### src/hdl/ptts_pkg.sv
// package: shared types and constants for the periodic task timer scheduler
package ptts_pkg;

  localparam int NUM_SLOTS_DEF = 16;
  localparam int COUNT_WIDTH_DEF = 16;
  localparam int TIME_WIDTH_DEF = 32;

  localparam logic [2:0] OP_TICK = 3'd0;
  localparam logic [2:0] OP_ADD = 3'd1;
  localparam logic [2:0] OP_REMOVE = 3'd2;
  localparam logic [2:0] OP_DISPATCH = 3'd3;
  localparam logic [2:0] OP_SET_TIME = 3'd4;

  typedef struct packed {
    logic [2:0] op;
    logic [7:0] task_id;
    logic [15:0] start_delay;
    logic [15:0] period_ticks;
    logic [31:0] time_value;
  } in_item_t;

  typedef struct packed {
    logic ok;
    logic [7:0] ready_id;
    logic [31:0] now_time;
  } out_item_t;

  // controller to datapath
  typedef struct packed {
    logic load;      // capture input item, clear scan index
    logic step;      // process slot at scan index, advance
    logic finish;    // apply end-of-operation update and form result
  } dp_cmd_t;

  // datapath to controller
  typedef struct packed {
    logic scan_done; // scan index has passed the last relevant slot
  } dp_stat_t;

endpackage

### src/hdl/periodic_task_timer_scheduler_top.sv
// top level: periodic task timer scheduler
//
//  channel | signals                        | payload
//  in      | in_valid, in_stall (out)       | in_item  (ptts_pkg::in_item_t)
//  out     | out_valid, out_stall (in)      | out_item (ptts_pkg::out_item_t)
//
// one item at a time: a load, then one slot walked per step over the occupied
// slots (up to NUM_SLOTS), a step to end the walk, a finish step, then the
// result offered until out_stall is low. the slot walk sets the total time
// per item, which output stalls lengthen further.
// reset clears slot count, ready flags and clock; slot contents need none.
// in_stall stays high from acceptance until the result is taken.
module periodic_task_timer_scheduler_top #(
  parameter int NUM_SLOTS = ptts_pkg::NUM_SLOTS_DEF,
  parameter int COUNT_WIDTH = ptts_pkg::COUNT_WIDTH_DEF,
  parameter int TIME_WIDTH = ptts_pkg::TIME_WIDTH_DEF
) (
  input  logic                 clk,
  input  logic                 rst,
  input  logic                 in_valid,
  output logic                 in_stall,
  input  ptts_pkg::in_item_t   in_item,
  output logic                 out_valid,
  input  logic                 out_stall,
  output ptts_pkg::out_item_t  out_item
);

  ptts_pkg::dp_cmd_t  cmd;
  ptts_pkg::dp_stat_t stat;

  ptts_ctrl u_ctrl (
    .clk(clk), .rst(rst), .in_valid(in_valid), .in_stall(in_stall),
    .out_valid(out_valid), .out_stall(out_stall), .cmd(cmd), .stat(stat)
  );

  ptts_dp #(
    .NUM_SLOTS(NUM_SLOTS), .COUNT_WIDTH(COUNT_WIDTH), .TIME_WIDTH(TIME_WIDTH)
  ) u_dp (
    .clk(clk), .rst(rst), .in_item(in_item), .cmd(cmd), .stat(stat),
    .out_item(out_item)
  );

endmodule

### src/hdl/ptts_ctrl.sv
// controller: sequences load, slot walk and result hand-off
module ptts_ctrl (
  input  logic                clk,
  input  logic                rst,
  input  logic                in_valid,
  output logic                in_stall,
  output logic                out_valid,
  input  logic                out_stall,
  output ptts_pkg::dp_cmd_t   cmd,
  input  ptts_pkg::dp_stat_t  stat
);

  typedef enum logic [1:0] {S_IDLE, S_SCAN, S_FIN, S_OUT} state_t;
  state_t state;

  assign in_stall = (state != S_IDLE);

  always_comb begin
    cmd = '0;
    cmd.load = (state == S_IDLE) && in_valid;
    cmd.step = (state == S_SCAN) && !stat.scan_done;
    cmd.finish = (state == S_FIN);
  end

  // state and output valid
  always_ff @(posedge clk) begin
    if (rst) begin
      state <= S_IDLE;
      out_valid <= 1'b0;
    end else begin
      unique case (state)
        S_IDLE: if (in_valid) state <= S_SCAN;
        S_SCAN: if (stat.scan_done) state <= S_FIN;
        S_FIN: begin
          state <= S_OUT;
          out_valid <= 1'b1;
        end
        S_OUT: if (!out_stall) begin
          state <= S_IDLE;
          out_valid <= 1'b0;
        end
        default: state <= S_IDLE;
      endcase
    end
  end

endmodule

### src/hdl/ptts_dp.sv
// datapath: slot table, clock and one-slot-per-cycle walk
module ptts_dp #(
  parameter int NUM_SLOTS = ptts_pkg::NUM_SLOTS_DEF,
  parameter int COUNT_WIDTH = ptts_pkg::COUNT_WIDTH_DEF,
  parameter int TIME_WIDTH = ptts_pkg::TIME_WIDTH_DEF
) (
  input  logic                 clk,
  input  logic                 rst,
  input  ptts_pkg::in_item_t   in_item,
  input  ptts_pkg::dp_cmd_t    cmd,
  output ptts_pkg::dp_stat_t   stat,
  output ptts_pkg::out_item_t  out_item
);

  localparam int IW = $clog2(NUM_SLOTS);
  localparam int CW = $clog2(NUM_SLOTS + 1);

  logic [7:0]             slot_ids [NUM_SLOTS];
  logic [COUNT_WIDTH-1:0] countdowns [NUM_SLOTS];
  logic [COUNT_WIDTH-1:0] periods [NUM_SLOTS];
  logic [NUM_SLOTS-1:0]   ready_flags;
  logic [CW-1:0]          slot_count;
  logic [TIME_WIDTH-1:0]  system_clock;

  ptts_pkg::in_item_t cur;
  logic [CW-1:0] idx;       // walk position
  logic          found;     // id match or ready slot found
  logic [IW-1:0] hit_pos;
  logic          shifting;  // compaction in progress
  logic [7:0]    rid;

  logic [IW-1:0] ip;
  logic [COUNT_WIDTH-1:0] cd, cd_rl;
  logic [CW-1:0] idx_p1;

  assign ip = idx[IW-1:0];
  assign idx_p1 = idx + CW'(1);
  assign cd = countdowns[ip];
  assign cd_rl = ((cd == '0) && (periods[ip] != '0)) ? periods[ip] : cd;

  // walk ends at slot_count, early for add once found, and at once for set-time and undefined ops
  always_comb begin
    stat.scan_done = (idx >= slot_count)
      || (found && !shifting && (cur.op == ptts_pkg::OP_ADD))
      || (cur.op == ptts_pkg::OP_SET_TIME)
      || (cur.op > ptts_pkg::OP_SET_TIME);
  end

  // table walk and end-of-operation updates
  always_ff @(posedge clk) begin
    if (rst) begin
      ready_flags <= '0;
      slot_count <= '0;
      system_clock <= '0;
      found <= 1'b0;
      shifting <= 1'b0;
      idx <= '0;
    end else if (cmd.load) begin
      cur <= in_item;
      idx <= '0;
      found <= 1'b0;
      shifting <= 1'b0;
      rid <= '0;
    end else if (cmd.step) begin
      idx <= idx_p1;
      unique case (cur.op)
        ptts_pkg::OP_TICK: begin
          if (cd == '0) ready_flags[ip] <= 1'b1;
          countdowns[ip] <= cd_rl - COUNT_WIDTH'(1);
        end
        ptts_pkg::OP_ADD: begin
          if (slot_ids[ip] == cur.task_id) found <= 1'b1;
        end
        ptts_pkg::OP_REMOVE, ptts_pkg::OP_DISPATCH: begin
          if (shifting) begin
            // move this slot down one place
            slot_ids[hit_pos] <= slot_ids[ip];
            countdowns[hit_pos] <= countdowns[ip];
            periods[hit_pos] <= periods[ip];
            ready_flags[hit_pos] <= ready_flags[ip];
            hit_pos <= ip;
          end else if (!found) begin
            if ((cur.op == ptts_pkg::OP_REMOVE) ? (slot_ids[ip] == cur.task_id)
                                                : ready_flags[ip]) begin
              found <= 1'b1;
              hit_pos <= ip;
              rid <= slot_ids[ip];
              if (cur.op == ptts_pkg::OP_REMOVE || periods[ip] == '0)
                shifting <= 1'b1;
              else
                ready_flags[ip] <= 1'b0;
            end
          end
        end
        default: ;
      endcase
    end else if (cmd.finish) begin
      unique case (cur.op)
        ptts_pkg::OP_TICK: system_clock <= system_clock + TIME_WIDTH'(1);
        ptts_pkg::OP_ADD: begin
          if (!found && (slot_count < CW'(NUM_SLOTS))) begin
            slot_ids[slot_count[IW-1:0]] <= cur.task_id;
            countdowns[slot_count[IW-1:0]] <= COUNT_WIDTH'(cur.start_delay);
            periods[slot_count[IW-1:0]] <= COUNT_WIDTH'(cur.period_ticks);
            ready_flags[slot_count[IW-1:0]] <= 1'b0;
            slot_count <= slot_count + CW'(1);
          end else begin
            // full table rejects the add like a duplicate id
            found <= 1'b1;
          end
        end
        ptts_pkg::OP_REMOVE, ptts_pkg::OP_DISPATCH: begin
          if (shifting) slot_count <= slot_count - CW'(1);
        end
        ptts_pkg::OP_SET_TIME: system_clock <= TIME_WIDTH'(cur.time_value);
        default: ;
      endcase
    end
  end

  // result formed from state after finish
  always_comb begin
    out_item.ok = 1'b0;
    out_item.ready_id = '0;
    unique case (cur.op)
      ptts_pkg::OP_ADD: out_item.ok = !found;
      ptts_pkg::OP_REMOVE: out_item.ok = found;
      ptts_pkg::OP_DISPATCH: begin
        out_item.ok = found;
        out_item.ready_id = rid;
      end
      default: ;
    endcase
    out_item.now_time = 32'(system_clock);
  end

endmodule
### config.mk
export PLATFORM = sky130hd
export DESIGN_NAME = periodic_task_timer_scheduler_top
export DESIGN_NICKNAME = d
export VERILOG_FILES = /design/src/hdl/ptts_pkg.sv /design/src/hdl/periodic_task_timer_scheduler_top.sv /design/src/hdl/ptts_ctrl.sv /design/src/hdl/ptts_dp.sv
export SDC_FILE = /design/constraint.sdc
export NUM_CORES = 1
export LEC_CHECK = 0
export ABC_AREA = 1
export BUFFER_PORTS_ARGS = -buffer_cell sky130_fd_sc_hd__buf_2
export CAP_MARGIN = 20
export CORE_MARGIN = 2
export CORE_UTILIZATION = 65
export CTS_BUF_LIST = sky130_fd_sc_hd__clkbuf_8
export DETAILED_ROUTE_END_ITERATION = 6
export PLACE_DENSITY_LB_ADDON = 0.2
export SLEW_MARGIN = 15
export SYNTH_ARGS = -nofsm -noshare
export SYNTH_HDL_FRONTEND = slang
export SYNTH_HIERARCHICAL = 1
export SYNTH_SLANG_ARGS = --single-unit
export TNS_END_PERCENT = 50
### constraint.sdc
create_clock -name clk -period 8.65 [get_ports clk]
set_input_delay 1.73 -clock clk [delete_from_list [all_inputs] [get_ports clk]]
set_output_delay 1.73 -clock clk [all_outputs]
set_load 0.01 [all_outputs]
==> impl_table.tex, run 1 <==
\begin{tabular}{lr}
\hline
Metric & Value \\
\hline
\multicolumn{2}{l}{\textbf{Status}} \\
Status & completed \\
\multicolumn{2}{l}{\textbf{Route}} \\
Routed Wire Length & 91680 microns \\
Detail-routed via count per cell & 5.949 \\
Number of vias in the routed layout & 26320 \\
Detailed router's first-iteration violation count & 3127 \\
Number of detailed-route iterations in the first pass & 6 \\
Detail-routed net length per standard cell & 20.72 microns \\
Residual antenna-violating net count after detailed routing & 0 \\
Number of DRC violations after detailed routing & 0 \\
\multicolumn{2}{l}{\textbf{Global route}} \\
First-pass GRT wire length & 141000 microns \\
Number of global-route vias before repair & 25270 \\
Overall global routing resource usage & 32.58\% \\
Number of antenna violations at the first check in global routing & 8 \\
Global route total overflow & 0 \\
Pin count of the biggest net entering global routing & 259 \\
\multicolumn{2}{l}{\textbf{CTS}} \\
Clock latency on the worst-skew pair & 0.76 ns \\
Number of H-tree branching levels & 3 \\
Clock transition at the registers of the reported paths & 0.06 ns \\
Worst-case clock buffer depth & 3 \\
Number of sinks handled by clock tree synthesis & 794 \\
TritonCTS clock tree & built \\
Post-CTS setup repair buffer count & 0 \\
Hold buffers post-CTS & 0 \\
Root Buffer Master & sky130\_fd\_sc\_hd\_\_clkbuf\_8 \\
Resize count post-CTS & 0 \\
TritonCTS buffer count & 119 \\
\multicolumn{2}{l}{\textbf{Finish}} \\
Fillers & 3786 \\
Area taken by multi-input logic gates & 10420 sq um \\
NumNets Final & 3729 \\
Share of final-layout standard cells stronger than drive strength 1 & 10.65\% \\
Layout overhead on the synthesized area & 9.381\% \\
Sequential cell area & 23180 sq um \\
\multicolumn{2}{l}{\textbf{Yosys}} \\
Library cells used by synthesis & 44 \\
Simple-gate share of the synthesized area & 19.93\% \\
Xor and xnor fraction of the mapped netlist area & 0.6648\% \\
Syn Area/Cell & 10.08 sq um \\
Number of cells produced by synthesis & 3529 \\
Post-Synthesis Net Count & 3628 \\
Number of enable flip-flop cells after synthesis & 727 \\
Synth Area in Adders & 0.7246\% \\
Synth top area share & 61.37\% \\
Largest family of logic cells by synthesized area & simple AND/OR/NAND/NOR gates \\
Largest area contributor in the netlist & sky130\_fd\_sc\_hd\_\_edfxtp\_1 \\
Commonest register cell after synthesis & sky130\_fd\_sc\_hd\_\_edfxtp\_1 \\
Cell Area, Synth & 35570 sq um \\
Sequential element share of the synthesized area & 65.14\% \\
Warnings from Yosys & 6 \\
Multiplexer share of the synthesized area & 0\% \\
Fraction of the mapped netlist area in compound gates & 7.316\% \\
Leading cell types by total area after synthesis & sky130\_fd\_sc\_hd\_\_edfxtp\_1 (61\%), sky130\_fd\_sc\_hd\_\_nand2\_1 (9.4\%), sky130\_fd\_sc\_hd\_\_nor2\_1 (4.8\%), sky130\_fd\_sc\_hd\_\_nand3\_1 (4.4\%), sky130\_fd\_sc\_hd\_\_dfxtp\_1 (3.8\%) \\
Seq cells post-synth & 794 \\
Fraction of synthesis flops using an asynchronous set or reset pin & 0\% \\
\multicolumn{2}{l}{\textbf{Setup path}} \\
Critical Path Start Type & flop \\
Data required time of the worst path & 9.00 ns \\
Critical-path top delay cell & sky130\_fd\_sc\_hd\_\_nor2\_2 \\
List of cells traversed by the critical path & clkinv\_1, ha\_1, inv\_1, nand2\_1, a21oi\_1, o21bai\_1, a21oi\_1, o211ai\_1, inv\_1, nand2\_2, inv\_1, inv\_1, nor3\_2, nor2\_1, inv\_1, a21oi\_1, nor2\_1, nand2\_1, nor2\_2 \\
Crit-path leading delay family & simple AND/OR/NAND/NOR gates \\
WP buf/inv & 6 \\
Nature of the critical path endpoint & flop \\
Crit-path max cell delay & 0.88 ns \\
Data arrival time of the worst path & 6.50 ns \\
Maximum fanout along the worst path & 26 \\
Type of the worst setup path & flop to flop \\
Most common cell on crit path & sky130\_fd\_sc\_hd\_\_inv\_1 \\
\multicolumn{2}{l}{\textbf{Die}} \\
Count of standard-cell rows & 85 \\
Chip height & 237.9 microns \\
IO Pins & 122 \\
Core box area & 53920 sq um \\
Die Area & 56610 sq um \\
Initial cell density of the core & 65.97\% \\
Overall die width & 237.9 microns \\
\multicolumn{2}{l}{\textbf{Timing}} \\
Max-slew violation total from the final report & 0 \\
Measured slew at the worst slew-check pin & 1.288 ns \\
Final sum of negative setup slack & 0 ns \\
Relative slew slack & 14.14\% \\
Final clock skew & 0.04738 ns \\
Final setup violating endpoints & 0 \\
RSZ-0062 raised after global routing & no \\
Post-layout min period & 6.148 ns \\
Share of the clock period used by the worst path & 71.07\% \\
Maximum achievable frequency & 162.7 MHz \\
Final Hold Violating Endpoints & 0 \\
\multicolumn{2}{l}{\textbf{Placed design}} \\
Number of input and output port buffers inserted & 121 \\
Post-detail-place hpwl & 54570 microns \\
Last weighted congestion value of the routability-driven placer & 0.9437 \\
\multicolumn{2}{l}{\textbf{Pwr}} \\
Highest ir drop seen on vdd & 0.1422 mV \\
Areal power density over the cells & 198.7 nW/um\^{}2 \\
Pwr Total & 7.733 mW \\
Leakage power total & 14.98 nW \\
\multicolumn{2}{l}{\textbf{Hold path}} \\
Worst hold path class & flop to flop \\
\multicolumn{2}{l}{\textbf{Flow run}} \\
Reported max-cap violation count & 0 \\
\hline
\end{tabular}
## layout by cell type, fill, tap and decap left out, drive strengths merged
| cell type | instances |
|---|---|
| nand2 | 895 |
| edfxtp | 727 |
| nor2 | 466 |
| inv | 357 |
| nand3 | 316 |
| o21ai | 236 |
| buf | 153 |
| clkbuf | 124 |
| a21oi | 101 |
| o211ai | 70 |
| dfxtp | 67 |
| clkinv | 46 |
| nand4 | 25 |
| xor2 | 24 |
| nor3 | 23 |
| ha | 19 |
| o221ai | 17 |
| a31oi | 15 |
| bufinv | 9 |
| o22ai | 7 |
| a211oi | 7 |
| nor4 | 6 |
| clkinvlp | 4 |
| xnor2 | 3 |
| or2 | 3 |
| o21bai | 2 |
| diode | 1 |
| a22oi | 1 |
| a31o | 1 |
| o2111a | 1 |
| a221oi | 1 |
| fa | 1 |
## sequential cells by signal (all words and copies together) (netlist names), named ones only
| register | count |
|---|---|
| u_dp/shifting | 1 |
| u_dp/idx | 5 |
| u_dp/cur | 75 |
| u_dp/rid | 8 |
| u_ctrl/state | 2 |
| u_dp/slot_count | 5 |
| u_dp/hit_pos | 4 |
| u_ctrl/out_valid | 1 |
| u_dp/periods | 256 |
| u_dp/slot_ids | 128 |
| u_dp/found | 1 |
| u_dp/system_clock | 32 |
| u_dp/ready_flags | 16 |
| u_dp/countdowns | 256 |
## Yosys cell counts (2+ instances only)
library cell,instances
sky130_fd_sc_hd__clkbuf_1,58
sky130_fd_sc_hd__o221ai_1,17
sky130_fd_sc_hd__buf_1,19
sky130_fd_sc_hd__a21oi_1,101
sky130_fd_sc_hd__o21ai_1,54
sky130_fd_sc_hd__nor3_1,22
sky130_fd_sc_hd__inv_1,290
sky130_fd_sc_hd__nor2_1,457
sky130_fd_sc_hd__o22ai_1,7
sky130_fd_sc_hd__buf_4,21
sky130_fd_sc_hd__nand4_1,25
sky130_fd_sc_hd__a211oi_1,7
sky130_fd_sc_hd__o21ai_0,182
sky130_fd_sc_hd__xor2_1,24
sky130_fd_sc_hd__nor2_4,2
sky130_fd_sc_hd__o211ai_1,70
sky130_fd_sc_hd__inv_2,19
sky130_fd_sc_hd__buf_2,56
sky130_fd_sc_hd__dfxtp_1,67
sky130_fd_sc_hd__a31oi_1,15
sky130_fd_sc_hd__nor2_2,7
sky130_fd_sc_hd__clkinv_1,6
sky130_fd_sc_hd__edfxtp_1,727
sky130_fd_sc_hd__nand2_2,4
sky130_fd_sc_hd__nand2_1,891
sky130_fd_sc_hd__nor4_1,6
sky130_fd_sc_hd__o21bai_1,2
sky130_fd_sc_hd__buf_6,22
sky130_fd_sc_hd__nand3_1,313
sky130_fd_sc_hd__xnor2_1,3
sky130_fd_sc_hd__nand3_2,2
sky130_fd_sc_hd__ha_1,19
sky130_fd_sc_hd__bufinv_8,2
sky130_fd_sc_hd__or2_2,2
## layout make-up
class                   count  share of cell area, %
flip-flops and latches    794                  59.59
multi-input cells        2240                  26.78
clock buffers             120                  4.245
inverters                 318                  3.164
repair buffers            157                  2.389
well taps                 696                  2.238
clock inverters            98                  1.582
diodes                      1               0.006432
## metal layers
metal / up-vias / routed length (microns) / track usage, %
met3: 190 / 9229 / 5.727
met2: 1459 / 43310 / 52.37
met5: - / 100 / 0
met1: 12470 / 36070 / 45.07
li1: 12190 / - / -
met4: 14 / 2965 / 12.16
## worst paths after layout
kind / startpoint / end / slack, ns / cells past startpoint
setup / recovery: u_dp/idx[0] / u_dp/countdowns[11][8] / 2.50 / 19
hold / removal: u_ctrl/out_valid / u_ctrl/out_valid / 0.49 / 2
setup reg to reg: u_dp/idx[0] / u_dp/countdowns[11][8] / 2.50 / 19
hold reg to reg: u_ctrl/out_valid / u_ctrl/out_valid / 0.49 / 2
## tightest hold or removal path: cells and delay by family, from the launching register on
kind / cells / cell delay (ns)
and+or+nand+nor: 1 / 0.08
AOI/OAI and AO/OA: 1 / 0.04
DFF: 1 / 0.33
## stage by stage
step	worst slack [ns]	utilization (%)	hold WS (ns)	instance area, sq um	std cells
after detailed placement	2.610	67.68	0.4722	36490	4197
final	2.502	72.16	0.4861	38910	4424
after global placement	2.736	67.66	0.4602	36480	4196
after CTS	2.574	71.89	0.4885	38760	4415
after floorplan	2.481	-	0.4435	35570	3529
after global routing	1.999	72.16	0.5339	38910	4424
## cell families after synthesis
family,count (synthesis)
DFF,794
xor gates and xnor gates,27
AOI/OAI and AO/OA,459
adders and majority gates,20
buffers and inverters,495
and+or+nand+nor,1734
## power breakdown
part | switching (mW) | internal (mW)
sequential | 0.0430 | 4.28
clock | 1.42 | 1.50
combinational | 0.345 | 0.141
total | 1.81 | 5.92
Power figures use the tool's default switching activity.
==> run 2, diff against run 1 <==
- CORE_UTILIZATION: 65 -> 64
- clock period: 8.65 -> 5.9 ns (I/O delays scaled with it)
==> run 2 against run 1 <==
Against the previous run:
- final area is 0.98% higher
- worst setup slack worse by 1.9 ns
- clock power is 35% higher
- critical path type unchanged
- largest power group unchanged
==> impl_table.tex, run 2 (same netlist as run 1, synthesis figures left out) <==
\begin{tabular}{lr}
\hline
Metric & Value \\
\hline
\multicolumn{2}{l}{\textbf{Pwr}} \\
Internal power & 8.377 mW (+41\%) \\
Clock share of power & 35.9\% (-1.9 points) \\
Areal power density over the cells & 280.1 nW/um\^{}2 (+41\%) \\
Share of power burned in combinational logic & 6.6\% (+0.3 points) \\
Highest ir drop seen on vdd & 0.2172 mV (+53\%) \\
Sw Pwr & 2.628 mW (+45\%) \\
Leakage power total & 15.23 nW (+1.7\%) \\
Share of power burned in registers & 57.5\% (+1.6 points) \\
Net Sw Frac & 23.88\% (+0.46 points) \\
\multicolumn{2}{l}{\textbf{Timing}} \\
Min Hold Slack & 0.4923 ns (+0.006158 ns) \\
Final sum of negative setup slack & 0 ns (unchanged) \\
Final Hold Violating Endpoints & 0 (unchanged) \\
RSZ-0062 raised after global routing & no \\
Share of the clock period used by the worst path & 90.55\% (+19 points) \\
Final setup violating endpoints & 0 (unchanged) \\
Post-layout min period & 5.342 ns (-0.8054 ns) \\
Final clock skew & 0.03928 ns (-0.008101 ns) \\
Final setup margin & 0.5576 ns (-1.945 ns) \\
Max-slew violation total from the final report & 0 (unchanged) \\
Relative slew slack & 26.00\% (+12 points) \\
Measured slew at the worst slew-check pin & 1.110 ns (-0.1780 ns) \\
Maximum achievable frequency & 187.2 MHz (+15\%) \\
\multicolumn{2}{l}{\textbf{Setup path}} \\
List of cells traversed by the critical path & inv\_6, buf\_4, nor2\_1, o21ai\_1, nand3\_1, nand3\_1, nand2\_1, nor2\_1, nand2\_1, nor2\_1, nand2\_2, nand3\_1, nand2\_1, nor2\_1, nand2\_1, nor2\_4, nand2\_1, nand2\_1, nand3\_1, nand2\_1, nand2\_1 \\
Data required time of the worst path & 6.15 ns (-2.85 ns) \\
Data arrival time of the worst path & 5.59 ns (-0.91 ns) \\
Maximum fanout along the worst path & 89 (+240\%) \\
Most common cell on crit path & sky130\_fd\_sc\_hd\_\_nand2\_1 \\
Cell count of the worst reg-to-reg path & 21 (+2) \\
Internal reg-to-reg setup slack & 0.56 ns (-1.94 ns) \\
Crit-path leading delay family & simple AND/OR/NAND/NOR gates \\
Crit-path max cell delay & 0.59 ns (-0.29 ns) \\
Crit Reg-Reg Endpoint & u\_dp/countdowns[6][11] \\
Critical-path top delay cell & sky130\_fd\_sc\_hd\_\_inv\_6 \\
WP buf/inv & 2 (-4) \\
Nature of the critical path endpoint & flop \\
Critical Path Start Type & flop \\
Type of the worst setup path & flop to flop \\
\multicolumn{2}{l}{\textbf{Hold path}} \\
Worst hold path class & flop to flop \\
Origin of the worst min-delay path & u\_ctrl/out\_valid \\
Worst hold path depth & 2 (unchanged) \\
Hold endpoint & u\_ctrl/out\_valid \\
\multicolumn{2}{l}{\textbf{CTS}} \\
Worst-case clock buffer depth & 3 (unchanged) \\
TritonCTS clock tree & built \\
Number of sinks handled by clock tree synthesis & 794 (unchanged) \\
Post-CTS setup repair buffer count & 0 (unchanged) \\
Resize count post-CTS & 0 (unchanged) \\
Root Buffer Master & sky130\_fd\_sc\_hd\_\_clkbuf\_8 \\
TritonCTS buffer count & 121 (+1.7\%) \\
Clock latency on the worst-skew pair & 0.74 ns (-0.02 ns) \\
Hold buffers post-CTS & 0 (unchanged) \\
Number of H-tree branching levels & 3 (unchanged) \\
Clock transition at the registers of the reported paths & 0.06 ns (about the same) \\
\multicolumn{2}{l}{\textbf{Status}} \\
Status & completed \\
\multicolumn{2}{l}{\textbf{Route}} \\
Detailed router's first-iteration violation count & 3066 (-2.0\%) \\
Routed Wire Length & 95800 microns (+4.5\%) \\
Number of detailed-route iterations in the first pass & 6 (unchanged) \\
Number of DRC violations after detailed routing & 0 (unchanged) \\
Detail-routed net length per standard cell & 21.13 microns (+2.0\%) \\
Residual antenna-violating net count after detailed routing & 0 (unchanged) \\
Detail-routed via count per cell & 5.927 (-0.37\%) \\
Number of vias in the routed layout & 26870 (+2.1\%) \\
\multicolumn{2}{l}{\textbf{Finish}} \\
Share of final-layout standard cells stronger than drive strength 1 & 11.65\% (+1.0 points) \\
Layout overhead on the synthesized area & 10.46\% \\
Total non-filler cell area in the finished layout & 39290 sq um (+0.98\%) \\
Fillers & 4030 (+6.4\%) \\
Core occupancy in the finished layout & 71.46\% (-0.70 points) \\
NumNets Final & 3792 (+1.7\%) \\
Commonest cells after routing, fill and taps aside & sky130\_fd\_sc\_hd\_\_nand2\_1 (891), sky130\_fd\_sc\_hd\_\_edfxtp\_1 (727), sky130\_fd\_sc\_hd\_\_nor2\_1 (425), sky130\_fd\_sc\_hd\_\_inv\_1 (337), sky130\_fd\_sc\_hd\_\_nand3\_1 (313) \\
Sequential cell area & 23180 sq um (unchanged) \\
Most frequent standard cell in the layout excluding fill and tap cells & sky130\_fd\_sc\_hd\_\_nand2\_1 \\
Largest registers in the final layout & u\_dp/countdowns: 256 flops, u\_dp/periods: 256 flops, u\_dp/slot\_ids: 128 flops \\
Area taken by multi-input logic gates & 10370 sq um (-0.49\%) \\
\multicolumn{2}{l}{\textbf{Die}} \\
Overall die width & 239.8 microns (+0.76\%) \\
Chip height & 239.8 microns (+0.76\%) \\
Die Area & 57480 sq um (+1.5\%) \\
Core box area & 54990 sq um (+2.0\%) \\
Initial cell density of the core & 64.69\% (-1.3 points) \\
Count of standard-cell rows & 86 (+1.2\%) \\
IO Pins & 122 (unchanged) \\
\multicolumn{2}{l}{\textbf{Placed design}} \\
Instance area after placement & 37190 sq um (+1.9\%) \\
Last weighted congestion value of the routability-driven placer & 0.9642 (+2.2\%) \\
Post-detail-place hpwl & 59920 microns (+9.8\%) \\
Worst setup slack before clock tree synthesis & 0.7855 ns (-1.824 ns) \\
Number of input and output port buffers inserted & 121 (unchanged) \\
\multicolumn{2}{l}{\textbf{Global route}} \\
Number of antenna violations at the first check in global routing & 7 (-1) \\
First-pass GRT wire length & 146500 microns (+3.9\%) \\
Global route total overflow & 0 (unchanged) \\
Pin count of the biggest net entering global routing & 114 (-56\%) \\
Overall global routing resource usage & 33.73\% (+1.2 points) \\
Number of global-route vias before repair & 26180 (+3.6\%) \\
\multicolumn{2}{l}{\textbf{Flow run}} \\
Reported max-cap violation count & 0 (unchanged) \\
\hline
\end{tabular}
run 2: how the worst max path moves through the flow:
stage                             end  slack (ns)  cells past startpoint
2_1_floorplan             u_dp/rid[0]        0.28                      6
3_3_place_gp   u_dp/countdowns[9][11]        0.77                     21
3_5_place_dp   u_dp/countdowns[3][11]        0.79                     21
4_1_cts        u_dp/countdowns[6][11]        0.76                     21
5_1_grt        u_dp/countdowns[5][11]        0.25                     20
6_report       u_dp/countdowns[6][11]        0.56                     21
run 2: power groups by stage:
stage	Clock, mW	Combinational (mW)	Sequential [mW]
6_report	3.95	0.725	6.33
3_5_place_dp	0	0.712	6.44
3_3_place_gp	0	0.691	6.44
2_1_floorplan	0	0.452	6.43
5_1_grt	4.23	0.795	6.33
4_1_cts	4.00	0.715	6.33
run 2: final cells by class:
| type | instances | area share, % |
|---|---|---|
| sequential | 794 | 59.01 |
| multi-input combinational | 2240 | 26.39 |
| clock buffer | 121 | 4.239 |
| timing repair buffer | 218 | 3.802 |
| inverter | 318 | 3.140 |
| tap | 748 | 2.382 |
| clock inverter | 94 | 1.029 |
| antenna | 1 | 0.006369 |
run 2: metal layers:
metal  share of wire [%]  vias up  GRT usage, %
met5               0.098        -             0
li1                    -    12310             -
met3                  11      289         7.710
met2                  46     1600         52.49
met4                 3.9       14         13.84
met1                  39    12660         46.28
run 2: metrics by stage:
step                total power [mW]  std cells
floorplan                      6.880       3529
global placement               7.131       4316
detailed placement             7.154       4316
CTS                            11.04       4531
global route                   11.35       4533
finish                         11.00       4534
run 2: worst register-to-register path, cell delays in order (launching register included):
cell and delay, ns:
sky130_fd_sc_hd__dfxtp_4 0.37, sky130_fd_sc_hd__inv_6 0.59, sky130_fd_sc_hd__buf_4 0.56, sky130_fd_sc_hd__nor2_1 0.11, sky130_fd_sc_hd__o21ai_1 0.11, sky130_fd_sc_hd__nand3_1 0.09, sky130_fd_sc_hd__nand3_1 0.09, sky130_fd_sc_hd__nand2_1 0.18
sky130_fd_sc_hd__nor2_1 0.28, sky130_fd_sc_hd__nand2_1 0.11, sky130_fd_sc_hd__nor2_1 0.12, sky130_fd_sc_hd__nand2_2 0.30, sky130_fd_sc_hd__nand3_1 0.36, sky130_fd_sc_hd__nand2_1 0.18, sky130_fd_sc_hd__nor2_1 0.26, sky130_fd_sc_hd__nand2_1 0.14
sky130_fd_sc_hd__nor2_4 0.19, sky130_fd_sc_hd__nand2_1 0.07, sky130_fd_sc_hd__nand2_1 0.06, sky130_fd_sc_hd__nand3_1 0.06, sky130_fd_sc_hd__nand2_1 0.13, sky130_fd_sc_hd__nand2_1 0.52
